## config.mk

```make
export PLATFORM = sky130hd
export DESIGN_NAME = h263_gob_packet_splitter
export DESIGN_NICKNAME = d
export VERILOG_FILES = /design/src/hdl/hgps_pkg.sv /design/src/hdl/hgps_front.sv /design/src/hdl/hgps_queue.sv /design/src/hdl/hgps_back.sv /design/src/hdl/h263_gob_packet_splitter.sv
export VERILOG_INCLUDE_DIRS = /design/src /design/src/hdl
export SDC_FILE = /design/constraint.sdc
export NUM_CORES = 1
export LEC_CHECK = 0
export ABC_AREA = 1
export BUFFER_PORTS_ARGS = -buffer_cell sky130_fd_sc_hd__buf_4
export CORE_ASPECT_RATIO = 2
export CORE_MARGIN = 2
export CORE_UTILIZATION = 55
export CTS_CLUSTER_DIAMETER = 80
export DETAILED_ROUTE_END_ITERATION = 6
export PLACE_DENSITY = 0.73
export SYNTH_ARGS = -nofsm -noshare
export SYNTH_HDL_FRONTEND = slang
export SYNTH_HIERARCHICAL = 1
export SYNTH_SLANG_ARGS = --single-unit
```

## constraint.sdc

```tcl
create_clock -name i_clk -period 9.6 [get_ports i_clk]
set_input_delay 0.96 -clock i_clk [delete_from_list [all_inputs] [get_ports i_clk]]
set_output_delay 0.96 -clock i_clk [all_outputs]
set_load 0.01 [all_outputs]
```

## src/hdl/assert_macros.svh

```systemverilog
// ----------------------------------------------------------------------------
// assert_macros
// assertion helpers shared by the packet splitter queue and back end
// ----------------------------------------------------------------------------
`ifndef ASSERT_MACROS_SVH
`define ASSERT_MACROS_SVH

// condition holds at every clock edge out of reset
`define HGPS_ASSERT(label, clk, rst_n, prop, msg) \
    label: assert property (@(posedge clk) disable iff (!rst_n) (prop)) \
        else $error(msg);

// antecedent implies consequent on the next clock edge
`define HGPS_ASSERT_NEXT(label, clk, rst_n, ante, cons, msg) \
    label: assert property (@(posedge clk) disable iff (!rst_n) (ante) |=> (cons)) \
        else $error(msg);

`endif

```

## src/hdl/hgps_pkg.sv

```systemverilog
// ----------------------------------------------------------------------------
// hgps_pkg
// types and constants of the h263 group of blocks packet splitter
// ----------------------------------------------------------------------------
package hgps_pkg;

    localparam int POS_W       = 24;
    localparam int LIMIT_W     = 12;
    localparam int SRC_W       = 3;
    localparam int CFG_IDX_W   = 2;
    localparam int CFG_DATA_W  = 12;
    localparam int START_W     = 21;
    localparam int SIZE_W      = 13;
    localparam int BYTE_SPAN_W = POS_W - 2;
    localparam int SIZE_MAX    = 8191;
    localparam int Q_DEPTH     = 4;
    localparam int Q_ADDR_W    = $clog2(Q_DEPTH);
    localparam int Q_CNT_W     = $clog2(Q_DEPTH + 1);

    localparam logic [LIMIT_W-1:0] LIMIT_RESET = LIMIT_W'(988);
    localparam logic [SRC_W-1:0]   SRC_RESET   = SRC_W'(1);

    typedef enum logic [CFG_IDX_W-1:0] {
        CFG_PAYLOAD_LIMIT = 2'd0,
        CFG_SOURCE_FORMAT = 2'd1
    } t_cfg_idx;

    typedef struct packed {
        logic [POS_W-1:0] bit_position;
        logic             first_boundary;
        logic             end_boundary;
        logic             is_keyframe;
    } t_in_item;

    typedef struct packed {
        logic [START_W-1:0] start_byte;
        logic [SIZE_W-1:0]  size_bytes;
        logic [2:0]         start_skip_bits;
        logic [2:0]         end_skip_bits;
        logic [31:0]        header_word;
        logic               oversize;
        logic               last_of_group;
    } t_out_item;

    typedef struct packed {
        logic [POS_W-1:0] start_bit;
        logic [POS_W-1:0] cut_bit;
        logic             over;
        logic             last;
        logic             inter;
    } t_pkt;

    typedef struct packed {
        logic [1:0] cnt;
        t_pkt       pkt0;
        t_pkt       pkt1;
    } t_push;

endpackage

```

## src/hdl/hgps_front.sv

```systemverilog
// ----------------------------------------------------------------------------
// hgps_front
// tracks open packet start and best cut, turns each boundary into packets
// ----------------------------------------------------------------------------
module hgps_front (
    input  logic                           i_clk,
    input  logic                           i_rst_n,
    input  logic                           i_accept,
    input  hgps_pkg::t_in_item             i_item,
    input  logic [hgps_pkg::LIMIT_W-1:0]   i_limit,
    output hgps_pkg::t_push                o_push
);

    localparam int PW = hgps_pkg::POS_W;

    logic [PW-1:0] r_start, n_start;
    logic [PW-1:0] r_best,  n_best;
    logic          r_inter, n_inter;

    logic [PW:0]   lhs, rhs_s, rhs_b;
    logic          gt_s, gt_b, fit_s, fit_b, pend;
    logic          e1, e2, e3, gt1, fit1;
    logic [PW-1:0] s1, b1, s2, b2;
    logic [PW-1:0] pos;
    hgps_pkg::t_pkt pk1, pk2, pk3;
    hgps_pkg::t_push push;

    assign pos   = i_item.bit_position;
    assign lhs   = {1'b0, pos} + (PW+1)'(8);
    assign rhs_s = {1'b0, r_start} + (PW+1)'({i_limit, 3'b000});
    assign rhs_b = {1'b0, r_best} + (PW+1)'({i_limit, 3'b000});
    assign fit_s = lhs < rhs_s;
    assign fit_b = lhs < rhs_b;
    assign gt_s  = pos > r_start;
    assign gt_b  = pos > r_best;
    assign pend  = r_best != r_start;

    always_comb begin
        e1   = gt_s && !fit_s && pend;
        s1   = e1 ? r_best : r_start;
        b1   = r_best;
        gt1  = e1 ? gt_b : gt_s;
        fit1 = e1 ? fit_b : fit_s;
        e2   = gt1 && !fit1;
        s2   = s1;
        b2   = b1;
        if (e2) begin
            s2 = pos;
            b2 = pos;
        end else if (gt1) begin
            b2 = pos;
        end
        e3 = i_item.end_boundary && (b2 != s2);

        pk1 = '{start_bit: r_start, cut_bit: r_best, over: 1'b0, last: 1'b0,
                inter: r_inter};
        pk2 = '{start_bit: s1, cut_bit: pos, over: 1'b1, last: 1'b0, inter: r_inter};
        pk3 = '{start_bit: s2, cut_bit: b2, over: 1'b0, last: 1'b0, inter: r_inter};

        push = '0;
        if (e1) begin
            push.pkt0      = pk1;
            push.pkt1      = e2 ? pk2 : pk3;
            push.pkt0.last = i_item.end_boundary && !(e2 || e3);
            push.pkt1.last = i_item.end_boundary;
            push.cnt       = (e2 || e3) ? 2'd2 : 2'd1;
        end else begin
            push.pkt0      = e2 ? pk2 : pk3;
            push.pkt0.last = i_item.end_boundary;
            push.pkt1      = pk3;
            push.cnt       = (e2 || e3) ? 2'd1 : 2'd0;
        end

        n_start = r_start;
        n_best  = r_best;
        n_inter = r_inter;
        if (i_accept) begin
            if (i_item.first_boundary) begin
                n_start = pos;
                n_best  = pos;
                n_inter = !i_item.is_keyframe;
            end else begin
                n_start = e3 ? b2 : s2;
                n_best  = b2;
            end
        end
        if (!i_accept || i_item.first_boundary) begin
            push.cnt = 2'd0;
        end
    end

    assign o_push = push;

    always_ff @(posedge i_clk) begin
        if (!i_rst_n) begin
            r_start <= '0;
            r_best  <= '0;
            r_inter <= 1'b0;
        end else begin
            r_start <= n_start;
            r_best  <= n_best;
            r_inter <= n_inter;
        end
    end

endmodule

```

## src/hdl/hgps_queue.sv

```systemverilog
// ----------------------------------------------------------------------------
// hgps_queue
// small packet queue, up to two writes and one read per cycle
// ----------------------------------------------------------------------------
`include "assert_macros.svh"

module hgps_queue (
    input  logic            i_clk,
    input  logic            i_rst_n,
    input  hgps_pkg::t_push i_push,
    input  logic            i_pop,
    output logic            o_full,
    output logic            o_nonempty,
    output hgps_pkg::t_pkt  o_head
);

    localparam int AW = hgps_pkg::Q_ADDR_W;
    localparam int CW = hgps_pkg::Q_CNT_W;

    hgps_pkg::t_pkt r_mem [hgps_pkg::Q_DEPTH];
    logic [AW-1:0]  r_wr, n_wr;
    logic [AW-1:0]  r_rd, n_rd;
    logic [CW-1:0]  r_cnt, n_cnt;
    logic [AW-1:0]  wr_next;

    assign wr_next    = r_wr + AW'(1);
    assign o_nonempty = r_cnt != '0;
    assign o_full     = r_cnt > CW'(hgps_pkg::Q_DEPTH - 2);
    assign o_head     = r_mem[r_rd];

    always_comb begin
        n_wr  = r_wr + AW'(i_push.cnt);
        n_rd  = r_rd + AW'(i_pop);
        n_cnt = r_cnt + CW'(i_push.cnt) - CW'(i_pop);
    end

    always_ff @(posedge i_clk) begin
        if (i_push.cnt != 2'd0) begin
            r_mem[r_wr] <= i_push.pkt0;
        end
        if (i_push.cnt == 2'd2) begin
            r_mem[wr_next] <= i_push.pkt1;
        end
    end

    always_ff @(posedge i_clk) begin
        if (!i_rst_n) begin
            r_wr  <= '0;
            r_rd  <= '0;
            r_cnt <= '0;
        end else begin
            r_wr  <= n_wr;
            r_rd  <= n_rd;
            r_cnt <= n_cnt;
        end
    end

    `HGPS_ASSERT(a_cnt_bound, i_clk, i_rst_n, r_cnt <= CW'(hgps_pkg::Q_DEPTH), "queue overflow")
    `HGPS_ASSERT(a_pop_nonempty, i_clk, i_rst_n, !i_pop || o_nonempty, "pop from empty queue")
    `HGPS_ASSERT(a_push_room, i_clk, i_rst_n, !o_full || i_push.cnt == 2'd0, "push when full")

endmodule

```

## src/hdl/hgps_back.sv

```systemverilog
// ----------------------------------------------------------------------------
// hgps_back
// formats queued packets into descriptors and holds the output register
// ----------------------------------------------------------------------------
`include "assert_macros.svh"

module hgps_back (
    input  logic                         i_clk,
    input  logic                         i_rst_n,
    input  logic                         i_nonempty,
    input  hgps_pkg::t_pkt               i_head,
    input  logic [hgps_pkg::SRC_W-1:0]   i_src,
    input  logic                         i_stall,
    output logic                         o_pop,
    output logic                         o_valid,
    output hgps_pkg::t_out_item          o_data
);

    localparam int PW = hgps_pkg::POS_W;
    localparam int BW = hgps_pkg::BYTE_SPAN_W;

    logic                r_valid;
    hgps_pkg::t_out_item r_data, n_data;
    logic [PW:0]         cut_up;
    logic [BW-1:0]       diff;
    logic [2:0]          sbit, ebit;
    logic [PW-1:0]       cut_m1;

    assign o_pop  = i_nonempty && (!r_valid || !i_stall);
    assign cut_up = {1'b0, i_head.cut_bit} + (PW+1)'(7);
    assign diff   = BW'(cut_up >> 3) - BW'(i_head.start_bit >> 3);
    assign cut_m1 = i_head.cut_bit - PW'(1);
    assign sbit   = i_head.start_bit[2:0];
    assign ebit   = ~cut_m1[2:0];

    always_comb begin
        n_data.start_byte      = hgps_pkg::START_W'(i_head.start_bit >> 3);
        n_data.size_bytes      = (diff > BW'(hgps_pkg::SIZE_MAX)) ?
                                 hgps_pkg::SIZE_W'(hgps_pkg::SIZE_MAX) :
                                 hgps_pkg::SIZE_W'(diff);
        n_data.start_skip_bits = sbit;
        n_data.end_skip_bits   = ebit;
        n_data.header_word     = {2'b00, sbit, ebit, i_src, i_head.inter, 20'd0};
        n_data.oversize        = i_head.over;
        n_data.last_of_group   = i_head.last;
    end

    always_ff @(posedge i_clk) begin
        if (o_pop) begin
            r_data <= n_data;
        end
    end

    always_ff @(posedge i_clk) begin
        if (!i_rst_n) begin
            r_valid <= 1'b0;
        end else if (!r_valid || !i_stall) begin
            r_valid <= i_nonempty;
        end
    end

    assign o_valid = r_valid;
    assign o_data  = r_data;

    `HGPS_ASSERT(a_size_nonzero, i_clk, i_rst_n, !r_valid || r_data.size_bytes != '0, "empty packet")
    `HGPS_ASSERT_NEXT(a_pop_loads, i_clk, i_rst_n, o_pop, r_valid, "popped packet not shown")

endmodule

```

## src/hdl/h263_gob_packet_splitter.sv

```systemverilog
// ----------------------------------------------------------------------------
// h263_gob_packet_splitter
// splits one h263 group of blocks into mode a packet descriptors
// ----------------------------------------------------------------------------
// input channel: i_valid / o_stall / i_data, one macroblock boundary per word,
// first boundary of the group first, the group's end position last.
// output channel: o_valid / i_stall / o_data, one packet descriptor per word.
// configuration: i_cfg_we / i_cfg_idx / i_cfg_data, index 0 is the payload
// limit in bytes, index 1 the source format code; write only while idle.
// one boundary word is taken every cycle while o_stall is low; a word makes
// zero, one or two descriptors, which are written into a four-entry queue and
// then popped into the output register.
// the output side delivers at most one descriptor per cycle, so the second
// descriptor of a boundary that makes two waits in the queue behind the first.
// o_stall rises when the queue holds more than two packets.
// when i_stall is high the output word holds and the queue fills behind it.
// reset empties the queue and output register, clears packet start, best
// cut and inter flag, and loads limit 988 and source format 1.
// ----------------------------------------------------------------------------
module h263_gob_packet_splitter (
    input  logic                              i_clk,
    input  logic                              i_rst_n,
    input  logic                              i_valid,
    output logic                              o_stall,
    input  hgps_pkg::t_in_item                i_data,
    output logic                              o_valid,
    input  logic                              i_stall,
    output hgps_pkg::t_out_item               o_data,
    input  logic                              i_cfg_we,
    input  logic [hgps_pkg::CFG_IDX_W-1:0]    i_cfg_idx,
    input  logic [hgps_pkg::CFG_DATA_W-1:0]   i_cfg_data
);

    logic [hgps_pkg::LIMIT_W-1:0] r_limit;
    logic [hgps_pkg::SRC_W-1:0]   r_src;
    logic                         accept;
    logic                         full;
    logic                         nonempty;
    logic                         pop;
    hgps_pkg::t_push              push;
    hgps_pkg::t_pkt               head;

    assign o_stall = full;
    assign accept  = i_valid && !full;

    always_ff @(posedge i_clk) begin
        if (!i_rst_n) begin
            r_limit <= hgps_pkg::LIMIT_RESET;
            r_src   <= hgps_pkg::SRC_RESET;
        end else if (i_cfg_we) begin
            case (i_cfg_idx)
                hgps_pkg::CFG_PAYLOAD_LIMIT: begin
                    r_limit <= i_cfg_data[hgps_pkg::LIMIT_W-1:0];
                end
                hgps_pkg::CFG_SOURCE_FORMAT: begin
                    r_src <= i_cfg_data[hgps_pkg::SRC_W-1:0];
                end
                default: begin
                end
            endcase
        end
    end

    hgps_front u_front (
        .i_clk    (i_clk),
        .i_rst_n  (i_rst_n),
        .i_accept (accept),
        .i_item   (i_data),
        .i_limit  (r_limit),
        .o_push   (push)
    );

    hgps_queue u_queue (
        .i_clk      (i_clk),
        .i_rst_n    (i_rst_n),
        .i_push     (push),
        .i_pop      (pop),
        .o_full     (full),
        .o_nonempty (nonempty),
        .o_head     (head)
    );

    hgps_back u_back (
        .i_clk      (i_clk),
        .i_rst_n    (i_rst_n),
        .i_nonempty (nonempty),
        .i_head     (head),
        .i_src      (r_src),
        .i_stall    (i_stall),
        .o_pop      (pop),
        .o_valid    (o_valid),
        .o_data     (o_data)
    );

endmodule
```

==> key figures <==
Floorplan
  • Initial Utilization: 0.556
  • Core area: 44,100 um2
  • Die ar.: 46,300 um2
  • # IOs: 122
  • Num rows: 109
  • Die Width: 153 um
  • Die Y: 302 um

Timing
  • Worst-Margin Slew: 865 ps
  • F_max: 115 MHz
  • Final hold vios: 0
  • Period minus WS final: 8670 ps
  • Setup-failing EPs final: 0
  • RSZ-0062 raised after global routing: no
  • Final worst-path cycle share: 0.903
  • Clk_skew: 30.1 ps
  • Total negative slack: 0 ps
  • Worst slew margin: 0.418
  • Fin. max-slew vios: 0

Global route
  • First-pass GRT wire length: 114,000 um
  • Initial antenna violation count: 0
  • Vias in the first global route: 21,600
  • Gr ovfl total: 0
  • Largest net degree at the start of global routing: 106
  • All-layer global routing usage: 0.313

Yosys
  • Post-synth top area cell: edfxtp_1
  • Synth Area in Adders: 0.0774
  • EDFF count, synth: 250
  • Compound-gate portion of the synthesized area: 0.142
  • Synth Area in XOR/XNOR: 0.0326
  • Post-synthesis simple-gate area fraction: 0.258
  • #FFs+latches synth: 322
  • Share of the synthesized area in the top cell type: 0.307
  • Most frequent cells after synthesis: nand2_1 (1,038), inv_1 (452), o21ai_0 (265)
  • Synth warnings: 6
  • Largest family of logic cells by synthesized area: simple AND/OR/NAND/NOR gates
  • Top cells by area, synth: edfxtp_1 (31%), nand2_1 (16%), ha_1 (7.4%)
  • Mapped Cells: 3,365
  • Cell Area, Synth: 24,500 um2
  • Avg Cell Area, Syn: 7.27 um2
  • Netlist cell types: 48
  • Post-synth top flop: edfxtp_1
  • Asr flop ratio synth: 0
  • Most frequent cell after synthesis: nand2_1
  • Post-synthesis mux area share: 0
  • Sequential area share after synthesis: 0.366

Worst setup path
  • Worst path slowest cell: buf_4
  • Critical path peak fanout: 51
  • Critical path's largest stage delay: 630 ps
  • Worst setup SP type: flop
  • Worst path required time: 9800 ps
  • Arr. time, crit path: 8870 ps
  • CP endpoint kind: flop
  • CP most frequent cell: nand2_1
  • Critical path type: flop to flop

Clock tree
  • CTS clk-pin slew, worst paths: 70 ps
  • CTS tree: done
  • Post-CTS setup buffer count: 0
  • Clk_lat worst skew: 590 ps
  • Root buf cell: clkbuf_16
  • Htree depth: 1
  • TritonCTS Buffers: 31
  • Cts hold-fix bufs: 0
  • Clk sinks: 322
  • Max Root-Sink Buffers: 3
  • Post-CTS resize count: 0

Layout
  • Finished Layout Cells: 3,920
  • FILL cells: 4,126
  • Layout cell share with drive strength beyond 1: 0.0927
  • P&R area growth vs syn: 6.68%
  • Final #Nets: 3,534

Power and ir drop
  • Static leakage: 11.6 nW
  • Peak VDD IR: 157 uV
  • Power Dens Cells: 299 nW/um2

Placed design
  • Gpl congestion: 1.01
  • HPWL Detailed: 55,900 um
  • IO Port Bufs: 99
  • DP Cell Count: 3,861

Routing
  • WL/cell: 18.7 um
  • Total number of vias: 22,200
  • WL final: 73,500 um
  • First-pass DRT Iterations: 6
  • DRC violations left: 0
  • Vias per inst: 5.67
  • Initial DRC count: 2,120
  • Final ANT Viol Nets: 0

Flow run
  • Max Cap Viol: 0

Min path
  • Hold Path Class: flop to flop

Status
  • Outcome: complete, no violations
critical path: cells and delay by family, from the launching register on:
| family | cells | cell delay (ps) |
|---|---|---|
| flip-flops | 1 | 420 |
| AND/OR/NAND/NOR | 26 | 3900 |
| adder cells (fa/ha/maj) | 4 | 1210 |
| XOR/XNOR | 1 | 110 |
| AO/OA/AOI/OAI | 5 | 1020 |
| buffers and inverters | 6 | 1460 |
sequential cells by signal (all words and copies together), names as in the netlist:
signal           cells
r_limit             12
u_back/o_valid       1
u_front/r_start     24
u_front/r_inter      1
u_front/b1          24
r_src                3
u_queue/r_mem      204
u_queue/r_cnt        3
u_queue/r_wr         2
u_back/o_data       46
u_queue/r_rd         2
cells in the final DEF, fill, tap and decap left out, types with 31 or more instances in the layout:
cell / count
ha_1: 145
buf_4: 115
dfxtp_1: 70
edfxtp_1: 250
a21oi_1: 162
o21ai_2: 44
clkbuf_16: 31
inv_1: 452
nor2_1: 130
o21ai_0: 265
nand2_1: 1034
xor2_1: 66
nand3_1: 211
o21ai_1: 64
o211ai_1: 51
cells by family (layout without fill, tap and decap cells):
kind of cell | after synthesis | in the layout
xor+xnor | 91 | 91
other cells | 1 | 23
flops | 322 | 322
simple gates | 1500 | 1500
buf+inv | 678 | 656
fa+ha+maj | 149 | 149
compound gates | 624 | 624
cell type report:
cell class              count  area (um2)  share of cell area
diodes                      1        2.50           0.0000959
clock buffers              35         791              0.0303
clock inverters            23         240             0.00920
inverters                 475        1780              0.0683
multi-input cells        2386       12600               0.483
flip-flops and latches    322        8960               0.343
well taps                 555         694              0.0266
repair buffers            123        1020              0.0392
stage by stage:
step / hold slack (ps) / setup WS [ps] / utilization / cell area (um2) / power, mW
floorplan: 408 / 2240 / - / 24500 / 5.26
global placement: 422 / 942 / 0.569 / 25100 / 6.41
detailed placement: 419 / 744 / 0.569 / 25100 / 6.53
CTS: 436 / 1000 / 0.593 / 26100 / 7.80
global route: 454 / 178 / 0.593 / 26100 / 8.42
finish: 433 / 927 / 0.593 / 26100 / 7.81
worst paths after layout:
| path | startpoint | to | slack, ps | cells after the start |
|---|---|---|---|---|
| setup / recovery | u_front/b1[3] | u_queue/r_mem[3][23] | 930 | 42 |
| hold / removal | r_src[1] | u_back/o_data[24] | 430 | 0 |
| setup reg to reg | u_front/b1[3] | u_queue/r_mem[3][23] | 930 | 42 |
| hold reg to reg | r_src[1] | u_back/o_data[24] | 430 | 0 |
where the power goes:
group | internal, mW | switching (mW)
clock | 0.706 | 0.558
combinational | 1.41 | 3.10
sequential | 1.85 | 0.182
layer usage:
metal / part of all wire / track usage
met4: 0.095 / 0.257
met1: 0.35 / 0.324
met5: 0 / 0
met3: 0.054 / 0.0321
met2: 0.50 / 0.568
Note: power is estimated with default switching activity, not from simulation.
